<file path="config.mk">
export PLATFORM = sky130hd
export DESIGN_NAME = vofn_queue
export DESIGN_NICKNAME = d
export VERILOG_FILES = /design/src/sv/vofn_pkg.sv /design/src/sv/vofn_queue.sv
export SDC_FILE = /design/constraint.sdc
export NUM_CORES = 1
export LEC_CHECK = 0
export BUFFER_PORTS_ARGS = -buffer_cell sky130_fd_sc_hd__buf_2
export CELL_PAD_IN_SITES_DETAIL_PLACEMENT = 1
export CELL_PAD_IN_SITES_GLOBAL_PLACEMENT = 2
export CORE_ASPECT_RATIO = 0.6
export CORE_MARGIN = 1.5
export CORE_UTILIZATION = 38
export CTS_CLUSTER_DIAMETER = 100
export DETAILED_ROUTE_END_ITERATION = 6
export PLACE_DENSITY = 0.79
export SETUP_SLACK_MARGIN = 0.15
export SLEW_MARGIN = 40
export SYNTH_ARGS = -nofsm -noshare
export SYNTH_HDL_FRONTEND = slang
export SYNTH_SLANG_ARGS = --single-unit
</file>
<file path="constraint.sdc">
create_clock -name clk -period 6.8 [get_ports clk]
set_input_delay 0.68 -clock clk [delete_from_list [all_inputs] [get_ports clk]]
set_output_delay 0.68 -clock clk [all_outputs]
set_load 0.005 [all_outputs]
</file>
<file path="src/sv/vofn_pkg.sv">
// Shared types and constants for the VOF interface-normal block.
// No dependencies; the front, the queue, the back end and the top level use it.
package vofn_pkg;

  localparam int FRAC_BITS_DEF = 15;
  localparam int FRAC_W        = 16;
  localparam int SIZE_W        = 16;
  localparam int OUT_W         = 16;
  localparam int SUM_W         = 21;
  localparam int MAG_W         = 20;
  localparam int IDX_W         = 5;
  localparam int SAMPLES       = 27;
  localparam int CENTRE_IDX    = 13;

  localparam int Q_DEPTH       = 2;
  localparam int Q_PTR_W       = 1;
  localparam int Q_CNT_W       = 2;

  localparam int MUL_A_W       = 32;
  localparam int MUL_B_W       = 30;
  localparam int PROD_W        = MUL_A_W + MUL_B_W;
  localparam int QMAG_W        = 52;
  localparam int NORM_W        = 30;
  localparam int ROOT_W        = 32;
  localparam int RAD_W         = 64;

  // One neighbourhood ready for normalisation
  typedef struct packed {
    logic                     active;
    logic signed [SUM_W-1:0]  sum_x;
    logic signed [SUM_W-1:0]  sum_y;
    logic signed [SUM_W-1:0]  sum_z;
    logic [SIZE_W-1:0]        size_x;
    logic [SIZE_W-1:0]        size_y;
    logic [SIZE_W-1:0]        size_z;
  } job_t;

  typedef struct packed {
    logic full;
    logic empty;
  } q_status_t;

  typedef enum logic [2:0] {
    BK_IDLE,
    BK_MUL,
    BK_NORM,
    BK_SQ,
    BK_SQRT,
    BK_DIV,
    BK_HOLD
  } bk_state_t;

endpackage

</file>
<file path="src/sv/vofn_queue.sv">
// Two-entry queue of finished neighbourhoods between the front and the back end.
// Depends on vofn_pkg.
module vofn_queue import vofn_pkg::*; (
  input  logic      clk,
  input  logic      rst_n,
  input  logic      push,
  input  job_t      push_job,
  input  logic      pop,
  output job_t      pop_job,
  output q_status_t status
);

  job_t               mem_r [Q_DEPTH];
  logic [Q_PTR_W-1:0] wr_r, rd_r;
  logic [Q_CNT_W-1:0] cnt_r;

  assign status.full  = cnt_r == Q_CNT_W'(Q_DEPTH);
  assign status.empty = cnt_r == '0;
  assign pop_job      = mem_r[rd_r];

  always_ff @(posedge clk) begin
    if (push) mem_r[wr_r] <= push_job;
  end

  always_ff @(posedge clk) begin
    if (!rst_n) begin
      wr_r  <= '0;
      rd_r  <= '0;
      cnt_r <= '0;
    end else begin
      if (push) wr_r <= wr_r + Q_PTR_W'(1);
      if (pop)  rd_r <= rd_r + Q_PTR_W'(1);
      case ({push, pop})
        2'b10:   cnt_r <= cnt_r + Q_CNT_W'(1);
        2'b01:   cnt_r <= cnt_r - Q_CNT_W'(1);
        default: cnt_r <= cnt_r;
      endcase
    end
  end

endmodule

</file>
==> results.toml <==
[outcome]
status = "finished, violations left"
violations = "DRC"

[cells_and_area]
fin_nets = 732
ff_latch_area_um2 = 6830
mostFrequentLayoutCells = "buf_2, edfxtp_1, mux2_2"
fillers = 2032
mostFrequentLayoutCell = "buf_2"
post-route-util_pct = 49.14
drive_gt1_share_pct = 59.81
stdcell_area_um2 = 10410
multi_input_area_um2 = 1384
stdcell_count = 908
area_growth_pct = 25.68

[worst_setup_path]
crit_slowest_cell = "dfxtp_4"
path_cells = "buf_6 > mux2_2 > buf_2"
slowest_delay_ns = 0.72
path_class = "reg2out"
timing.rr.start = "wr_r"
required_ns = 6.12
rrSetupSlack_ns = 4.77
ff2ff_path_depth = 2
crit_path_end = "pop_job[74]"
cp_data_arrival_time_ns = 2.44
reg2reg_to = "mem_r[1][34]"
path_max_fanout = 70
start_kind = "register"
critical_path.endpoint_type = "output pin"

[power_and_ir_drop]
switchingPower_w = 0.0006416
p_int_w = 0.002427
vdd_drop_max_mv = 0.1682
seq_power_share_pct = 54.1
p_leak_nw = 3.855
pwr-share-comb_pct = 9.1
p_total_w = 0.003068
switching_share_pct = 20.91
p_clk_share_pct = 36.8
power_density_nw_per_um2 = 294.7

[sta]
setup_tns_ns = 0
period_share_pct = 45.90
hold_viol = 0
finalMaxSlewViolations = 0
rsz0062_at_grt = "no"
worst_pin_slew_ns = 0.7847
fin_crit_ns = 3.121
setup_viol = 0
maxSlewHeadroom_pct = 47.69
fmax_ghz = 0.3204
fin_skew_ns = 0.009118

[clocking]
cts_hold_buffers = 0
cts_tree = "built"
clockRootBuffer = "clkbuf_16"
clock_sinks = 229
clk_pin_slew_ns = 0.06
numCtsBuffers = 22
cts.path.max_buffers = 3
h-tree-depth = 1
cts_setup_buffers = 0
cts_resized = 0
insertion_delay_ns = 0.49

[logic_synthesis]
synth_area_um2 = 8284
ys_warn_count = 0
synthCells = 370
yosysUniqueCellTypes = 17
ys_seq_area_share_pct = 82.40
synthesis.nets = 487
avgSynthCellArea_um2 = 22.39
synth_seq_cells = 229

[min_path]
hold_path_class = "in2reg"
min_from = "push_job[100]"

[routing]
drt_iter0_drc = 166
dr.pass1.iters = 6
drt_wl_total_um = 17480
via_per_inst = 4.724
ant_nets = 0
drc_errors = 32
dr_total_vias = 4289
wl_per_cell_um = 19.25

[placed_design]
place_inst = 870
port_buffers = 229
dp_hpwl_um = 11670
gp_congestion = 0.7944
placed_area_um2 = 9751

[global_routing]
grt_pass1_wl_um = 27280
first_global_vias = 4747
track_usage_pct = 15.43
antenna_found_initial = 2
overflow = 0
grt_start_max_net_pins = 71

[floorplanning]
io_pins = 230
rows = 41
fp.coreArea_um2 = 21190
die_width_um = 193.6
start_util_pct = 39.10
die_area_um2 = 22720
die_h_um = 117.4

[flow_run]
drv_cap = 0
## state kept, by name, indices dropped and copies added, names as in the netlist, named ones only
signal and flops:
wr_r 1, cnt_r 2, mem_r 224, rd_r 1
## synth_stat cells
cell	number	area (um2)
dfxtp_1	5	100.1
nor2b_1	1	6.260
a21boi_1	1	7.510
inv_1	1	3.750
and2b_2	1	8.760
o21a_1	1	7.510
xnor2_1	2	17.52
buf_4	8	60.06
or3_1	1	6.260
and2_1	4	25.02
mux2_2	112	1261
o21ai_0	1	5.000
xor2_1	1	8.760
ha_1	1	12.51
nor2_1	2	7.510
buf_2	4	20.02
edfxtp_1	224	6726
## cells by family (layout without fill, tap and decap cells)
logic type / Yosys count / after routing / synth area share, %
AOI/OAI and AO/OA: 3 / 3 / 0.2417
xor gates and xnor gates: 3 / 3 / 0.3172
adders and majority gates: 1 / 1 / 0.1510
buffers and inverters: 13 / 270 / 1.012
DFF: 229 / 229 / 82.40
muxes: 112 / 112 / 15.22
other: 0 / 2 / 0
and+or+nand+nor: 9 / 9 / 0.6496
## stage by stage
stage | setup WS, ns | hold slack [ns]
after floorplan | 0.7508 | 0.4662
after global placement | 3.930 | 0.4791
after detailed placement | 4.136 | 0.5170
after CTS | 3.588 | 0.3490
after global routing | 3.493 | 0.3528
final | 3.679 | 0.3729
## area by class of cell
class / instances / share of cell area (%)
inverters: 1 / 0.03605
diodes: 2 / 0.04807
clock inverters: 8 / 0.5889
repair buffers: 233 / 11.37
well taps: 279 / 3.353
flip-flops and latches: 229 / 65.61
multi-input cells: 128 / 13.29
clock buffers: 28 / 5.708
## power by group through the flow
stage / registers, W / logic [W] / clock network [W]
floorplan: 0.00168 / 0.000151 / 0
detailed placement: 0.00169 / 0.000283 / 0
finish: 0.00166 / 0.000278 / 0.00113
global route: 0.00167 / 0.000304 / 0.00122
CTS: 0.00166 / 0.000285 / 0.00117
global placement: 0.00169 / 0.000275 / 0
## worst min-delay path by stage
stage	cells after the start	to
after floorplan	2	cnt_r[1]
after global placement	2	cnt_r[1]
after detailed placement	2	cnt_r[1]
after CTS	1	mem_r[0][61]
after global routing	1	mem_r[1][45]
final	1	mem_r[0][100]
## routing by layer
metal	share of wire, %	vias up	GRT usage, %	routed length [um]
li1	-	1954	-	-
met1	44	2146	21.06	7644
met2	44	162	23.53	7732
met3	10	25	5.867	1785
met4	1.7	2	3.199	303
met5	0.074	-	0	13
## worst max-delay path: cells and delay by family (launching register included)
family | cells | cell delay, ns
buffers and inverters | 2 | 0.69
multiplexers | 1 | 0.41
flip-flops | 1 | 0.72
Power figures use the tool's default switching activity.
