`src/sv/vofn_pkg.sv`:
```
// Shared types and constants for the VOF interface-normal block.
// No dependencies; the front, the queue, the back end and the top level use it.
package vofn_pkg;

  localparam int FRAC_BITS_DEF = 15;
  localparam int FRAC_W        = 16;
  localparam int SIZE_W        = 16;
  localparam int OUT_W         = 16;
  localparam int SUM_W         = 21;
  localparam int MAG_W         = 20;
  localparam int IDX_W         = 5;
  localparam int SAMPLES       = 27;
  localparam int CENTRE_IDX    = 13;

  localparam int Q_DEPTH       = 2;
  localparam int Q_PTR_W       = 1;
  localparam int Q_CNT_W       = 2;

  localparam int MUL_A_W       = 32;
  localparam int MUL_B_W       = 30;
  localparam int PROD_W        = MUL_A_W + MUL_B_W;
  localparam int QMAG_W        = 52;
  localparam int NORM_W        = 30;
  localparam int ROOT_W        = 32;
  localparam int RAD_W         = 64;

  // One neighbourhood ready for normalisation
  typedef struct packed {
    logic                     active;
    logic signed [SUM_W-1:0]  sum_x;
    logic signed [SUM_W-1:0]  sum_y;
    logic signed [SUM_W-1:0]  sum_z;
    logic [SIZE_W-1:0]        size_x;
    logic [SIZE_W-1:0]        size_y;
    logic [SIZE_W-1:0]        size_z;
  } job_t;

  typedef struct packed {
    logic full;
    logic empty;
  } q_status_t;

  typedef enum logic [2:0] {
    BK_IDLE,
    BK_MUL,
    BK_NORM,
    BK_SQ,
    BK_SQRT,
    BK_DIV,
    BK_HOLD
  } bk_state_t;

endpackage

```
`src/sv/vofn_front.sv`:
```
// Front end: takes samples, builds the three weighted difference sums, classifies the cell.
// Depends on vofn_pkg.
module vofn_front import vofn_pkg::*; #(
  parameter int FRAC_BITS = FRAC_BITS_DEF
) (
  input  logic              clk,
  input  logic              rst_n,
  input  logic              in_valid,
  output logic              in_stall,
  input  logic [FRAC_W-1:0] in_fraction,
  input  logic              in_present,
  input  logic              in_last,
  input  logic [SIZE_W-1:0] in_cell_size_x,
  input  logic [SIZE_W-1:0] in_cell_size_y,
  input  logic [SIZE_W-1:0] in_cell_size_z,
  input  logic              cfg_valid,
  output logic              cfg_ready,
  input  logic [FRAC_W-1:0] cfg_interface_epsilon,
  input  q_status_t         q_status,
  output logic              push,
  output job_t              push_job
);

  localparam int CW = (FRAC_BITS >= 16) ? FRAC_BITS + 1 : 17;
  localparam logic [CW-1:0] ONE = CW'(1) << FRAC_BITS;

  logic signed [SUM_W-1:0] sum_x_r, sum_y_r, sum_z_r;
  logic signed [SUM_W-1:0] sum_x_nxt, sum_y_nxt, sum_z_nxt;
  logic [IDX_W-1:0]        idx_r;
  logic [1:0]              cx_r, cy_r, cz_r;
  logic [FRAC_W-1:0]       centre_r, centre_nxt;
  logic [FRAC_W-1:0]       eps_r;
  logic                    accept, in_range;
  logic [FRAC_W-1:0]       v;
  logic signed [SUM_W-1:0] tx, ty, tz;
  logic [CW-1:0]           c_ext, gap;
  logic                    flat, edge_c;

  assign in_stall  = q_status.full;
  assign cfg_ready = 1'b1;
  assign accept    = in_valid && !q_status.full;
  assign push      = accept && in_last;
  assign in_range  = idx_r < IDX_W'(SAMPLES);
  assign v         = in_present ? in_fraction : '0;

  always_comb begin
    tx = SUM_W'(v) <<< ((cy_r == 2'd1 ? 1 : 0) + (cz_r == 2'd1 ? 1 : 0));
    ty = SUM_W'(v) <<< ((cx_r == 2'd1 ? 1 : 0) + (cz_r == 2'd1 ? 1 : 0));
    tz = SUM_W'(v) <<< ((cx_r == 2'd1 ? 1 : 0) + (cy_r == 2'd1 ? 1 : 0));
    sum_x_nxt  = sum_x_r;
    sum_y_nxt  = sum_y_r;
    sum_z_nxt  = sum_z_r;
    centre_nxt = centre_r;
    if (in_range) begin
      if (cx_r == 2'd0) sum_x_nxt = sum_x_r - tx;
      else if (cx_r == 2'd2) sum_x_nxt = sum_x_r + tx;
      if (cy_r == 2'd0) sum_y_nxt = sum_y_r - ty;
      else if (cy_r == 2'd2) sum_y_nxt = sum_y_r + ty;
      if (cz_r == 2'd0) sum_z_nxt = sum_z_r - tz;
      else if (cz_r == 2'd2) sum_z_nxt = sum_z_r + tz;
      if (idx_r == IDX_W'(CENTRE_IDX)) centre_nxt = v;
    end
    c_ext  = CW'(centre_nxt);
    gap    = (c_ext > ONE) ? c_ext - ONE : ONE - c_ext;
    flat   = (sum_x_nxt == '0) && (sum_y_nxt == '0) && (sum_z_nxt == '0);
    edge_c = (c_ext < CW'(eps_r)) || (gap < CW'(eps_r));
    push_job.active = !flat && !edge_c;
    push_job.sum_x  = sum_x_nxt;
    push_job.sum_y  = sum_y_nxt;
    push_job.sum_z  = sum_z_nxt;
    push_job.size_x = (in_cell_size_x == '0) ? SIZE_W'(1) : in_cell_size_x;
    push_job.size_y = (in_cell_size_y == '0) ? SIZE_W'(1) : in_cell_size_y;
    push_job.size_z = (in_cell_size_z == '0) ? SIZE_W'(1) : in_cell_size_z;
  end

  always_ff @(posedge clk) begin
    if (!rst_n) begin
      eps_r <= FRAC_W'(1);
    end else if (cfg_valid) begin
      eps_r <= cfg_interface_epsilon;
    end
  end

  always_ff @(posedge clk) begin
    if (!rst_n) begin
      sum_x_r  <= '0;
      sum_y_r  <= '0;
      sum_z_r  <= '0;
      centre_r <= '0;
      idx_r    <= '0;
      cx_r     <= '0;
      cy_r     <= '0;
      cz_r     <= '0;
    end else if (accept) begin
      if (in_last) begin
        sum_x_r  <= '0;
        sum_y_r  <= '0;
        sum_z_r  <= '0;
        centre_r <= '0;
        idx_r    <= '0;
        cx_r     <= '0;
        cy_r     <= '0;
        cz_r     <= '0;
      end else begin
        sum_x_r  <= sum_x_nxt;
        sum_y_r  <= sum_y_nxt;
        sum_z_r  <= sum_z_nxt;
        centre_r <= centre_nxt;
        if (in_range) begin
          idx_r <= idx_r + IDX_W'(1);
          if (cx_r != 2'd2) begin
            cx_r <= cx_r + 2'd1;
          end else begin
            cx_r <= '0;
            if (cy_r != 2'd2) begin
              cy_r <= cy_r + 2'd1;
            end else begin
              cy_r <= '0;
              cz_r <= cz_r + 2'd1;
            end
          end
        end
      end
    end
  end

endmodule

```
`config.mk`:
```
export PLATFORM = sky130hd
export DESIGN_NAME = vofn_front
export DESIGN_NICKNAME = d
export VERILOG_FILES = /design/src/sv/vofn_pkg.sv /design/src/sv/vofn_front.sv
export SDC_FILE = /design/constraint.sdc
export NUM_CORES = 1
export LEC_CHECK = 0
export ABC_CLOCK_PERIOD_IN_PS = 6800
export BUFFER_PORTS_ARGS = -buffer_cell sky130_fd_sc_hd__buf_2
export CAP_MARGIN = 20
export CORE_UTILIZATION = 60
export DETAILED_ROUTE_END_ITERATION = 10
export GPL_ROUTABILITY_DRIVEN = 1
export PLACE_DENSITY_LB_ADDON = 0.15
export SETUP_SLACK_MARGIN = 0.4
export SLEW_MARGIN = 20
export SYNTH_ARGS = -nofsm -noshare
export SYNTH_HDL_FRONTEND = slang
export SYNTH_SLANG_ARGS = --single-unit
```
`constraint.sdc`:
```
create_clock -name clk -period 6.8 [get_ports clk]
set_input_delay 0.68 -clock clk [delete_from_list [all_inputs] [get_ports clk]]
set_output_delay 0.68 -clock clk [all_outputs]
set_load 0.01 [all_outputs]
```
==> results.md <==
- Across the run, the number of max-cap violations was 0.
- ha_1 is the most common cell in the netlist.
- Summed over all layers, the global routing overflow is 0.
- Routed signal wires occupy layers up through met5.
- The worst setup path is captured at an output pin.
- The most used flip-flop cell after synthesis is dfxtp_1.
- At the pin with the least slew margin, the transition time is 1.03 ns.
- The met3 wirelength from detailed routing is 4330 um.
- After detailed routing, the number of remaining DRC violations is 0.
- The source of the critical timing path is cz_r[1]$_SDFFE_PN0P_.
- The cell area after synthesis is 0.0143 sq mm.
- The final number of hold-violating endpoints is 0.
- The smallest clock period supported by the final layout is computed as 6.16 ns.
- The number of flops mapped to enable cells by yosys is 0.
- The clock latency on the worst-skew pair is 0.38 ns.
- The floorplan step defined a core boundary enclosing 0.0234 sq mm.
- The die footprint is 0.0244 sq mm.
- The final-layout setup total negative slack is 0 ns.
- The share of cells above drive strength 1 is 15.4%.
- The power per cell area is 155 mW/mm^2.
- For this run, the detailed router's first-pass iteration total came to 6.
- 203 I/O pins were placed.
- The synthesized area per cell is 7.14 sq um.
- The run finished with clean final reports.
- The number of warnings printed during yosys synthesis is 0.
- The area growth from synthesis to final layout is 10.9%.
- The leakage component of the power is 6.83 nW.
- Synthesis inferred 106 register bits.
- The first routing iteration left 1,473 violations.
- The number of vias in the routed layout is 15.5k.
- The via count of the first global-routing pass is 13.8k.
- Clock-pin slew was measured on the worst setup and hold paths at 0.09 ns.
- The biggest area contributor in the post-synthesis netlist is dfxtp_1.
- TritonCTS built the clock tree.
- For the worst setup path, the data arrival time is 5.48 ns.
- The total count of max-transition violations in the final report is 0.
- The floorplan has 56 rows.
- Counting instances in the post-synthesis netlist gives the leading cell types as ha_1, nand2_1, nor2_1, inv_1, clkbuf_1.
- The type of origin of the critical path is a flop.
- Using the TritonRoute via totals, the vias-per-cell ratio works out to 6.39.
- Yosys mapped the design onto 91 distinct sky130hd cell types.
- The detailed-route wire length on metal 1 is 20,900 um.
- The die is 156 um wide.
- Clock skew on the completed layout was measured at 0.00873 ns.
- The buffer cell driving the clock tree root is clkbuf_16.
- The number of cell instances on the worst register-to-register path is 17.
- From bottom edge to top edge, the die measures 156 um.
- The total length of routed wires is 48,000 um.
- The fraction of synthesized cell area taken by the top area cell type is 14.9%.
- Across every metal layer, demand over resource in global routing totals 38.4%.
- The net count after synthesis is 2,259.
- The number of I/O port buffers is 200.
- Once detail routing completed, the nets flagged for antenna violations numbered 0.
- The maximum level of the CTS H-tree is 3.
- The final layout net count is 2,354.
- In the post-synthesis netlist, the biggest area contributors are dfxtp_1, ha_1, nor2b_1.
- The beginning of the worst register-to-register path is cz_r[1]$_SDFFE_PN0P_.
- Summing internal, switching and leakage power gives 2.45 mW.
- Headroom to the max-slew limit came out at 30.2%.
- The register-to-register path setup slack is 2.07 ns.
- The proportion of synthesized flip-flops having asynchronous set or reset is 0%.
- Setup violations remaining at the end of the flow were counted as 0.
- The sink count of the clock tree is 106.
- The first-pass GRT wire length is 73,900 um.
- The most critical setup path has its endpoint at push_job[111].
- The wire length per cell after detailed routing is 19.8 um.
- Static timing analysis puts the maximum clock frequency at 162 MHz.
- The initial antenna violation count was 5.
- The share of synthesized area occupied by flip-flops and latches is 14.9%.
- The total of hold buffers inserted after clock tree synthesis is 0.
- The layout has 2,125 filler cells.
- Clock tree synthesis inserted a total of 9 buffers.
- Entering global routing, the biggest net connects 107 pins.
- The number of instances in the synthesized netlist is 2,000.
- The critical-path maximum fanout is 23.
- The worst supply voltage drop on vdd is 123 uV.
- Across all hold checks on the routed design, the worst slack comes to 0.518 ns.
- Once the floorplan was initialized, standard cells occupied 61.0% of the core.
- The worst register-to-register path ends at sum_x_r[17]$_SDFFE_PN0P_.
- The fraction of the cycle the final worst path needs is 90.6%.
- The required time of the worst setup path is 6.12 ns.
- The maximum buffer depth of the clock tree is 2.
- Setup repair after global routing left no endpoint under its margin.
- The min-delay analysis places its worst path in the category in -> reg.
- The wire-length estimate of the detail-placed layout is 36,900 um.
- In the detailed route, the total length drawn on met2 is 21,000 um.
- The weighted congestion reported at the end of routability-driven placement is 1.03.
- At the end of the flow the core is filled with cells to 67.7%.
- The critical path is of the reg -> out type.
[worst max-delay path: stages, from the launching register on]
cell and delay, ns:
dfxtp_1 0.37, inv_1 0.09, ha_1 0.28, ha_4 0.27
buf_4 0.18, nor3_1 0.55, ha_1 0.30, inv_1 0.06
fa_1 0.39, nor2b_1 0.17, o211a_1 0.24, o31ai_2 0.13
a31oi_1 0.30, mux2i_1 0.12, nand3b_1 0.28, nor4_2 0.41
and4_1 0.31, nand4_1 0.09, nor4_1 0.27, a21oi_1 0.10
buf_2 0.19
[cell usage in the layout, fill, tap and decap left out, types with 54 or more instances in the layout]
master | synthesis | final
o21ai_0 | 106 | 102
ha_1 | 165 | 160
buf_2 | 4 | 200
mux2i_1 | 57 | 54
a21oi_1 | 125 | 124
dfxtp_1 | 106 | 106
nand2_1 | 162 | 162
nor2b_1 | 125 | 125
nor2_1 | 161 | 158
a22oi_1 | 81 | 81
inv_1 | 136 | 136
[area by class of cell]
cell class                      count  area, sq um  share of cell area (%)
Clock buffer                        9          225                    1.42
Antenna cell                        4         10.0                  0.0632
Tap cell                          319          399                    2.52
Inverter                          138          518                    3.27
Timing Repair Buffer              238         1300                    8.20
Sequential cell                   106         2120                    13.4
Multi-Input combinational cell   1602        11200                    70.7
Clock inverter                      7         72.6                   0.458
[state kept, by name (all words and copies together) (netlist names)]
name      flops
idx_r         5
sum_z_r      21
eps_r        16
cz_r          2
sum_x_r      21
sum_y_r      21
cy_r          2
cx_r          2
centre_r     16
[timing repair]
item,4_1_cts,5_1_grt
buffers inserted,0,2
pin swaps,0,2
endpoints found under the setup margin,1,2
resized for setup,5,32
[kinds of logic after synthesis]
logic type	Yosys count	share of synthesized area (%)
XOR/XNOR	53	3.25
flip-flops	106	14.9
other	1	0.0263
AND/OR/NAND/NOR	693	24.6
buffers and inverters	292	7.92
multiplexers	63	4.47
adder cells (fa/ha/maj)	171	15.3
AO/OA/AOI/OAI	621	29.5
[through the flow]
| step | cells | area, sq um | setup slack [ns] |
|---|---|---|---|
| after floorplan | 2000 | 14300 | 0.929 |
| after global placement | 2401 | 15300 | 0.690 |
| after detailed placement | 2401 | 15300 | 0.575 |
| after CTS | 2417 | 15700 | 0.453 |
| after global routing | 2420 | 15800 | 0.405 |
| final | 2423 | 15800 | 0.639 |
[routing by layer]
| layer | GRT usage, % | vias to the layer above |
|---|---|---|
| met4 | 15.9 | 4 |
| met5 | 0 | - |
| met1 | 51.1 | 7208 |
| met3 | 7.34 | 118 |
| met2 | 60.7 | 759 |
| li1 | - | 7400 |
[worst min path at each step]
| stage | from | to | slack (ns) | cells after the start |
|---|---|---|---|---|
| 2_1_floorplan | eps_r[0]$_SDFFE_PN1P_ | eps_r[0]$_SDFFE_PN1P_ | 0.45 | 2 |
| 3_3_place_gp | eps_r[0]$_SDFFE_PN1P_ | eps_r[0]$_SDFFE_PN1P_ | 0.48 | 2 |
| 3_5_place_dp | eps_r[0]$_SDFFE_PN1P_ | eps_r[0]$_SDFFE_PN1P_ | 0.50 | 2 |
| 4_1_cts | cfg_interface_epsilon[0] | eps_r[0]$_SDFFE_PN1P_ | 0.51 | 3 |
| 5_1_grt | cfg_interface_epsilon[0] | eps_r[0]$_SDFFE_PN1P_ | 0.54 | 3 |
| 6_report | cfg_interface_epsilon[0] | eps_r[0]$_SDFFE_PN1P_ | 0.52 | 3 |
[power breakdown]
group,internal (mW),switching [mW],leakage [nW],total [mW]
Clock,0.261,0.304,0.143,0.565
Combinational,0.472,0.739,5.83,1.21
Sequential,0.647,0.0320,0.862,0.679
(Power assumes the default switching activity.)
