===== src/sv/vofn_pkg.sv =====
// Shared types and constants for the VOF interface-normal block.
// No dependencies; the front, the queue, the back end and the top level use it.
package vofn_pkg;

  localparam int FRAC_BITS_DEF = 15;
  localparam int FRAC_W        = 16;
  localparam int SIZE_W        = 16;
  localparam int OUT_W         = 16;
  localparam int SUM_W         = 21;
  localparam int MAG_W         = 20;
  localparam int IDX_W         = 5;
  localparam int SAMPLES       = 27;
  localparam int CENTRE_IDX    = 13;

  localparam int Q_DEPTH       = 2;
  localparam int Q_PTR_W       = 1;
  localparam int Q_CNT_W       = 2;

  localparam int MUL_A_W       = 32;
  localparam int MUL_B_W       = 30;
  localparam int PROD_W        = MUL_A_W + MUL_B_W;
  localparam int QMAG_W        = 52;
  localparam int NORM_W        = 30;
  localparam int ROOT_W        = 32;
  localparam int RAD_W         = 64;

  // One neighbourhood ready for normalisation
  typedef struct packed {
    logic                     active;
    logic signed [SUM_W-1:0]  sum_x;
    logic signed [SUM_W-1:0]  sum_y;
    logic signed [SUM_W-1:0]  sum_z;
    logic [SIZE_W-1:0]        size_x;
    logic [SIZE_W-1:0]        size_y;
    logic [SIZE_W-1:0]        size_z;
  } job_t;

  typedef struct packed {
    logic full;
    logic empty;
  } q_status_t;

  typedef enum logic [2:0] {
    BK_IDLE,
    BK_MUL,
    BK_NORM,
    BK_SQ,
    BK_SQRT,
    BK_DIV,
    BK_HOLD
  } bk_state_t;

endpackage


===== src/sv/vofn_back.sv =====
// Back end: scales the sums by cell sizes, normalises, takes the root and divides.
// One shared multiplier, a bit-serial square root and a restoring divider; depends on vofn_pkg.
module vofn_back import vofn_pkg::*; #(
  parameter int FRAC_BITS = FRAC_BITS_DEF
) (
  input  logic                    clk,
  input  logic                    rst_n,
  input  q_status_t               q_status,
  input  job_t                    q_job,
  output logic                    pop,
  output logic                    out_valid,
  input  logic                    out_stall,
  output logic signed [OUT_W-1:0] out_normal_x,
  output logic signed [OUT_W-1:0] out_normal_y,
  output logic signed [OUT_W-1:0] out_normal_z,
  output logic                    out_interface_res
);

  localparam int QB  = FRAC_BITS + 2;
  localparam int NW  = NORM_W + FRAC_BITS + 1;
  localparam int DCW = $clog2(QB + 1);
  localparam int SW  = (QB + 1 > 17) ? QB + 1 : 17;
  localparam logic [SW-1:0] HI_V   = (FRAC_BITS >= 15) ? SW'(32767) : (SW'(1) << FRAC_BITS) - 1'b1;
  localparam logic [SW-1:0] LO_MAG = (FRAC_BITS >= 15) ? SW'(32768) : SW'(1) << FRAC_BITS;

  bk_state_t state_r, state_nxt;

  job_t                     job_r;
  logic [2:0]               k_r;
  logic [MUL_A_W-1:0]       hprod_r [3];
  logic [QMAG_W-1:0]        mag_r [3];
  logic [QMAG_W-1:0]        mx_r;
  logic [PROD_W-1:0]        sq_r;
  logic [RAD_W-1:0]         rad_r, res_r, bit_r;
  logic [ROOT_W-1:0]        root_r, rem_r;
  logic [QB-1:0]            low_r, quo_r;
  logic [DCW-1:0]           dcnt_r;
  logic signed [OUT_W-1:0]  nrm_r [3];
  logic                     intf_r;
  logic                     out_valid_r;
  logic signed [OUT_W-1:0]  out_x_r, out_y_r, out_z_r;
  logic                     out_intf_r;

  logic [MUL_A_W-1:0]       op_a;
  logic [MUL_B_W-1:0]       op_b;
  logic [PROD_W-1:0]        prod;
  logic signed [SUM_W-1:0]  sums [3];
  logic [MAG_W-1:0]         dmag [3];
  logic [1:0]               j;
  logic [RAD_W-1:0]         trial_root;
  logic                     root_ge;
  logic [NW-1:0]            num;
  logic [ROOT_W:0]          trial_div;
  logic                     div_ge;
  logic [QB-1:0]            quo_nxt;
  logic [SW-1:0]            qe, sat;
  logic                     out_free, last_step;

  assign out_valid         = out_valid_r;
  assign out_normal_x      = out_x_r;
  assign out_normal_y      = out_y_r;
  assign out_normal_z      = out_z_r;
  assign out_interface_res = out_intf_r;
  assign out_free          = !out_valid_r || !out_stall;

  always_comb begin
    sums[0] = job_r.sum_x;
    sums[1] = job_r.sum_y;
    sums[2] = job_r.sum_z;
    for (int i = 0; i < 3; i++) begin
      dmag[i] = sums[i][SUM_W-1] ? MAG_W'(-sums[i]) : sums[i][MAG_W-1:0];
    end
    j = 2'(k_r - 3'd3);
  end

  // Shared multiplier: size products, then scaled sums, then squares
  always_comb begin
    op_a = '0;
    op_b = '0;
    if (state_r == BK_MUL) begin
      case (k_r)
        3'd0: begin
          op_a = MUL_A_W'(job_r.size_y);
          op_b = MUL_B_W'(job_r.size_z);
        end
        3'd1: begin
          op_a = MUL_A_W'(job_r.size_x);
          op_b = MUL_B_W'(job_r.size_z);
        end
        3'd2: begin
          op_a = MUL_A_W'(job_r.size_x);
          op_b = MUL_B_W'(job_r.size_y);
        end
        default: begin
          op_a = hprod_r[j];
          op_b = MUL_B_W'(dmag[j]);
        end
      endcase
    end else if (state_r == BK_SQ) begin
      op_a = MUL_A_W'(mag_r[k_r[1:0]][NORM_W-1:0]);
      op_b = mag_r[k_r[1:0]][NORM_W-1:0];
    end
  end
  assign prod = op_a * op_b;

  always_comb begin
    trial_root = res_r + bit_r;
    root_ge    = rad_r >= trial_root;
    num        = {1'b0, mag_r[k_r[1:0]][NORM_W-1:0], FRAC_BITS'(0)} + NW'(root_r >> 1);
    trial_div  = {rem_r, low_r[QB-1]};
    div_ge     = trial_div >= {1'b0, root_r};
    quo_nxt    = {quo_r[QB-2:0], div_ge};
    qe         = SW'(quo_nxt);
    if (sums[k_r[1:0]][SUM_W-1]) begin
      sat = (qe > LO_MAG) ? -LO_MAG : -qe;
    end else begin
      sat = (qe > HI_V) ? HI_V : qe;
    end
    last_step = dcnt_r == DCW'(QB);
  end

  always_comb begin
    state_nxt = state_r;
    pop       = 1'b0;
    unique case (state_r)
      BK_IDLE: begin
        if (!q_status.empty) begin
          pop       = 1'b1;
          state_nxt = q_job.active ? BK_MUL : BK_HOLD;
        end
      end
      BK_MUL:  if (k_r == 3'd5) state_nxt = BK_NORM;
      BK_NORM: begin
        if (mx_r[QMAG_W-1:30] == '0 && mx_r[29]) state_nxt = BK_SQ;
      end
      BK_SQ:   if (k_r == 3'd2) state_nxt = BK_SQRT;
      BK_SQRT: if (bit_r == RAD_W'(1)) state_nxt = BK_DIV;
      BK_DIV:  if (dcnt_r == DCW'(QB) && k_r == 3'd2) state_nxt = BK_HOLD;
      BK_HOLD: if (out_free) state_nxt = BK_IDLE;
      default: state_nxt = BK_IDLE;
    endcase
  end

  always_ff @(posedge clk) begin
    if (!rst_n) state_r <= BK_IDLE;
    else        state_r <= state_nxt;
  end

  // Datapath
  always_ff @(posedge clk) begin
    case (state_r)
      BK_IDLE: begin
        job_r <= q_job;
        k_r   <= '0;
        mx_r  <= '0;
        for (int i = 0; i < 3; i++) nrm_r[i] <= '0;
        intf_r <= 1'b0;
      end
      BK_MUL: begin
        k_r <= k_r + 3'd1;
        if (k_r < 3'd3) begin
          hprod_r[k_r[1:0]] <= prod[MUL_A_W-1:0];
        end else begin
          mag_r[j] <= prod[QMAG_W-1:0];
          if (prod[QMAG_W-1:0] > mx_r) mx_r <= prod[QMAG_W-1:0];
        end
      end
      BK_NORM: begin
        k_r  <= '0;
        sq_r <= '0;
        if (mx_r[QMAG_W-1:30] != '0) begin
          mx_r <= mx_r >> 1;
          for (int i = 0; i < 3; i++) mag_r[i] <= mag_r[i] >> 1;
        end else if (!mx_r[29]) begin
          mx_r <= mx_r << 1;
          for (int i = 0; i < 3; i++) mag_r[i] <= mag_r[i] << 1;
        end
      end
      BK_SQ: begin
        k_r   <= k_r + 3'd1;
        sq_r  <= sq_r + prod;
        rad_r <= RAD_W'(sq_r + prod);
        res_r <= '0;
        bit_r <= RAD_W'(1) << 62;
      end
      BK_SQRT: begin
        if (root_ge) begin
          rad_r <= rad_r - trial_root;
          res_r <= (res_r >> 1) + bit_r;
        end else begin
          res_r <= res_r >> 1;
        end
        bit_r  <= bit_r >> 2;
        k_r    <= '0;
        dcnt_r <= '0;
        if (bit_r == RAD_W'(1)) begin
          root_r <= root_ge ? ROOT_W'((res_r >> 1) + bit_r) : ROOT_W'(res_r >> 1);
        end
      end
      BK_DIV: begin
        if (dcnt_r == '0) begin
          rem_r  <= ROOT_W'(num[NW-1:QB]);
          low_r  <= num[QB-1:0];
          quo_r  <= '0;
          dcnt_r <= DCW'(1);
        end else begin
          rem_r <= div_ge ? ROOT_W'(trial_div - {1'b0, root_r}) : trial_div[ROOT_W-1:0];
          low_r <= low_r << 1;
          quo_r <= quo_nxt;
          if (last_step) begin
            nrm_r[k_r[1:0]] <= sat[OUT_W-1:0];
            dcnt_r          <= '0;
            k_r             <= k_r + 3'd1;
            intf_r          <= 1'b1;
          end else begin
            dcnt_r <= dcnt_r + DCW'(1);
          end
        end
      end
      default: ;
    endcase
  end

  // Output register: load from HOLD once the last result has gone
  always_ff @(posedge clk) begin
    if (!rst_n) begin
      out_valid_r <= 1'b0;
    end else if (state_r == BK_HOLD && out_free) begin
      out_valid_r <= 1'b1;
    end else if (!out_stall) begin
      out_valid_r <= 1'b0;
    end
  end

  always_ff @(posedge clk) begin
    if (state_r == BK_HOLD && out_free) begin
      out_x_r    <= nrm_r[0];
      out_y_r    <= nrm_r[1];
      out_z_r    <= nrm_r[2];
      out_intf_r <= intf_r;
    end
  end

endmodule


===== config.mk =====
export PLATFORM = sky130hd
export DESIGN_NAME = vofn_back
export DESIGN_NICKNAME = d
export VERILOG_FILES = /design/src/sv/vofn_pkg.sv /design/src/sv/vofn_back.sv
export SDC_FILE = /design/constraint.sdc
export NUM_CORES = 2
export LEC_CHECK = 0
export BUFFER_PORTS_ARGS = -buffer_cell sky130_fd_sc_hd__buf_2
export CELL_PAD_IN_SITES_DETAIL_PLACEMENT = 1
export CELL_PAD_IN_SITES_GLOBAL_PLACEMENT = 2
export CORE_MARGIN = 2
export CORE_UTILIZATION = 39
export CTS_BUF_LIST = sky130_fd_sc_hd__clkbuf_2 sky130_fd_sc_hd__clkbuf_4 sky130_fd_sc_hd__clkbuf_8
export CTS_CLUSTER_SIZE = 20
export DETAILED_ROUTE_END_ITERATION = 6
export PLACE_DENSITY = 0.88
export SLEW_MARGIN = 40
export SYNTH_ARGS = -nofsm -noshare
export SYNTH_HDL_FRONTEND = slang
export SYNTH_SLANG_ARGS = --single-unit

===== constraint.sdc =====
create_clock -name clk -period 13.25 [get_ports clk]
set_clock_uncertainty 0.15 [all_clocks]
set_input_delay 1.325 -clock clk [delete_from_list [all_inputs] [get_ports clk]]
set_output_delay 1.325 -clock clk [all_outputs]
set_load 0.02 [all_outputs]

==> flow_metrics.tcl <==
set metrics [dict create \
    core-area_sq_um 214000 \
    clk_root_buffer_cell "clkbuf_8" \
    synth_seq_area_share 0.3133 \
    finalCritPeriodShare 0.9825 \
    fraction_of_the_mapped_netlist_area_in_compound_gates 0.1372 \
    placed_cells 11870 \
    path_max_fanout 8 \
    grt_max_degree 113 \
    muxShareOfSynthArea 0.01537 \
    tritoncts.num_buffers 147 \
    critPathMaxStageDelay_ns 0.60 \
    timing.critical_path.depth 49 \
    post_synth_adder_cell_area 0.2837 \
    timing.critical_path.to_type "flip-flop" \
    grt_antenna_before_repair 13 \
    total_power_mw 20.48 \
    seq_area_sq_um 26250 \
    cp_data_arrival_time_ns 13.52 \
    cts_max_path_buffers 3 \
    worstPathBufferInverterCount 10 \
    synth_top_family_by_area "adder cells" \
    grt_use_met2 0.4709 \
    cpMaxStageDelayCell "or4_4" \
    drt_pass1_iterations 6 \
    gr_util_met3 0.04074 \
    track_usage 0.2803 \
    power_leakage_nw 41.32 \
    drt_wl_total_microns 308500 \
    synth_flop_cell "edfxtp_1" \
    grt.met1_usage 0.3687 \
    p_per_area_nw_per_um2 213.8 \
    routabilityCongestion 0.9657 \
    cpLargestDelayFamily "adder cells" \
    drt-wirelength-per-cell_microns 25.33 \
    timing.hold.worst.class "flip-flop to flip-flop" \
    worst-endpoint-required_ns 13.76 \
    synth_enable_flop_cells 870 \
    ant_nets 0 \
    status "completed" \
    ctsHtreeMaxLevel 4 \
    io_buffers 166 \
    number_of_global_route_vias_before_repair 74630 \
    post_syn_area_per_cell_sq_um 9.596 \
    initial_core_util 0.3915 \
    timing_worst_setup_path_type "flip-flop to flip-flop" \
    global_route_overflow 0 \
    worst-slew-pin-transition_ns 0.9054 \
    timing.final.setup_violations 0 \
    drt_drc_violations_left 0 \
    syn-cell-area_sq_um 83770 \
    synth.lib_cells_used.distinct 95 \
    yosys-top-cells-area "edfxtp_1, fa_1, ha_1" \
    synthCells 8730 \
    clock_latency_ns 0.92 \
    detailedPlacementHpwl_microns 244400 \
    grt-busiest-layer "met2" \
    cts_hold_bufs 0 \
    achievable-frequency_mhz 76.82 \
    max-cap-violations 0 \
    reg_clk_slew_reported_paths_ns 0.07 \
    async_reset_ff_frac 0 \
    synth_top_area_frac 0.3119 \
    final_net_count 10730 \
    clock-sinks 876 \
    avgViaCountPerCell 5.700 \
    multiInputGateArea_sq_um 52890 \
    design_area_sq_um 95780 \
    synth_simple_gate_area_frac 0.1359 \
    timing.critical_path.mode_cell "fa_1" \
    vdd_ir_drop_max_mv 0.2209 \
    drt_iter0_drc 5646 \
    ys_seq_elements 876 \
    placement.setup.worst_slack_ns -0.5513 \
    die_w_microns 467.5 \
    cts_tree "built" \
    max-slew-margin-rel 0.3943 \
    ys.warnings.count 0 \
    pin_count 168 \
    area_growth_pct 14.34 \
    vias 69420 \
    placed_cell_area_sq_um 91200 \
    final_critical_path_setup_slack_ns 0.2322 \
    post_route_cells_drive_above_1_share 0.1386 \
    synthDominantAreaCellType "edfxtp_1" \
    finalMaxSlewViolations 0 \
    rows 170 \
    worstHoldPathCells 0 \
    die_footprint_sq_um 218500 \
    die_height_microns 467.5 \
    grt_setup_unrepaired "true" \
    worstRegToRegCells 49 \
    hold_viol_final 0 \
    n_fill_cell 24230 \
    synth_xor_area_frac 0.04172 \
    finish.cell_count_without_fillers 12180 \
    finalWorstPathRequiredPeriod_ns 13.02 \
    startpoint_type "flip-flop" \
    grt_pass1_wl_microns 467100 \
    hold_slack_ns 0.2674 \
]
## flip-flops by register name (all words and copies together) (netlist names), 17 cells and up, named ones only
signal and flops:
rem_r 32, mx_r 52, sq_r 62, res_r 64
rad_r 64, mag_r 186, hprod_r 96, bit_r 32
job_r 111, root_r 32, nrm_r 48, low_r 17
## Yosys cell counts (87+ instances only)
| cell type | n |
|---|---|
| o21ai_0 | 364 |
| a21oi_1 | 477 |
| nor3_1 | 87 |
| inv_1 | 1159 |
| clkbuf_1 | 391 |
| xor2_1 | 174 |
| edfxtp_1 | 870 |
| ha_1 | 557 |
| and2_1 | 115 |
| a31oi_1 | 120 |
| nor2_1 | 785 |
| o22ai_1 | 134 |
| fa_1 | 839 |
| a21o_1 | 194 |
| nand2_1 | 1060 |
| xnor2_1 | 225 |
## metal layers
layer / vias to the layer above / routed length, microns
li1: 30700 / -
met5: - / 75
met3: 517 / 19680
met4: 10 / 11780
met2: 2217 / 148200
met1: 35980 / 128800
## worst reg2reg max path: cells and delay by family, from the launching register on
kind / cells / cell delay, ns
DFF: 1 / 0.40
xor gates and xnor gates: 2 / 0.41
and+or+nand+nor: 12 / 2.82
adders and majority gates: 10 / 4.54
buffers and inverters: 10 / 1.39
AOI/OAI and AO/OA: 15 / 3.03
## repair_timing
action / CTS / global route
pin swaps: 26 / 85
setup buffers: 14 / 19
gates resized for setup: 59 / 181
cloned: 0 / 5
endpoints found under the setup margin: 83 / 87
## kinds of logic after synthesis
group,after synthesis
multiplexers,90
buffers and inverters,1604
XOR/XNOR,399
AO/OA/AOI/OAI,1804
AND/OR/NAND/NOR,2559
adder cells (fa/ha/maj),1396
flip-flops,876
other,2
## metrics by stage
step           utilization  TNS, ns
5_1_grt             0.4475   -2.923
3_5_place_dp        0.4262   -34.15
6_report            0.4476        0
3_3_place_gp        0.4258   -24.77
2_1_floorplan            -        0
4_1_cts             0.4420        0
## cell type report
| class | instances | share of cell area |
|---|---|---|
| Clock inverter | 69 | 0.006388 |
| Multi-Input combinational cell | 6269 | 0.5522 |
| Clock buffer | 192 | 0.02472 |
| Timing Repair Buffer | 766 | 0.05987 |
| Inverter | 1161 | 0.04553 |
| Tap cell | 2838 | 0.03707 |
| Sequential cell | 876 | 0.2740 |
| Antenna cell | 8 | 0.0002090 |
## worst paths after layout
| check | from | endpoint | slack (ns) |
|---|---|---|---|
| worst max-delay path | job_r[93] | mx_r[28] | 0.23 |
| worst max register to register | job_r[93] | mx_r[28] | 0.23 |
| worst min-delay path | nrm_r[1][14] | out_normal_y[14] | 0.27 |
| worst min register to register | nrm_r[1][14] | out_normal_y[14] | 0.27 |
## placed cells by master (no fill, tap or decap), types with 167 or more instances in the layout
cell type,n
inv_1,1149
nand2_1,1044
edfxtp_1,870
fa_1,825
nor2_1,764
buf_4,553
ha_1,537
a21oi_1,455
o21ai_0,346
xnor2_1,209
a21o_1,194
xor2_1,167
buf_2,167
## power by group
group          switching (mW)  internal [mW]  leakage [nW]
sequential              0.665           4.43          8.35
clock                    1.27           1.34          1.54
combinational            8.23           4.54          31.4
Note: power is estimated with default switching activity, not from simulation.
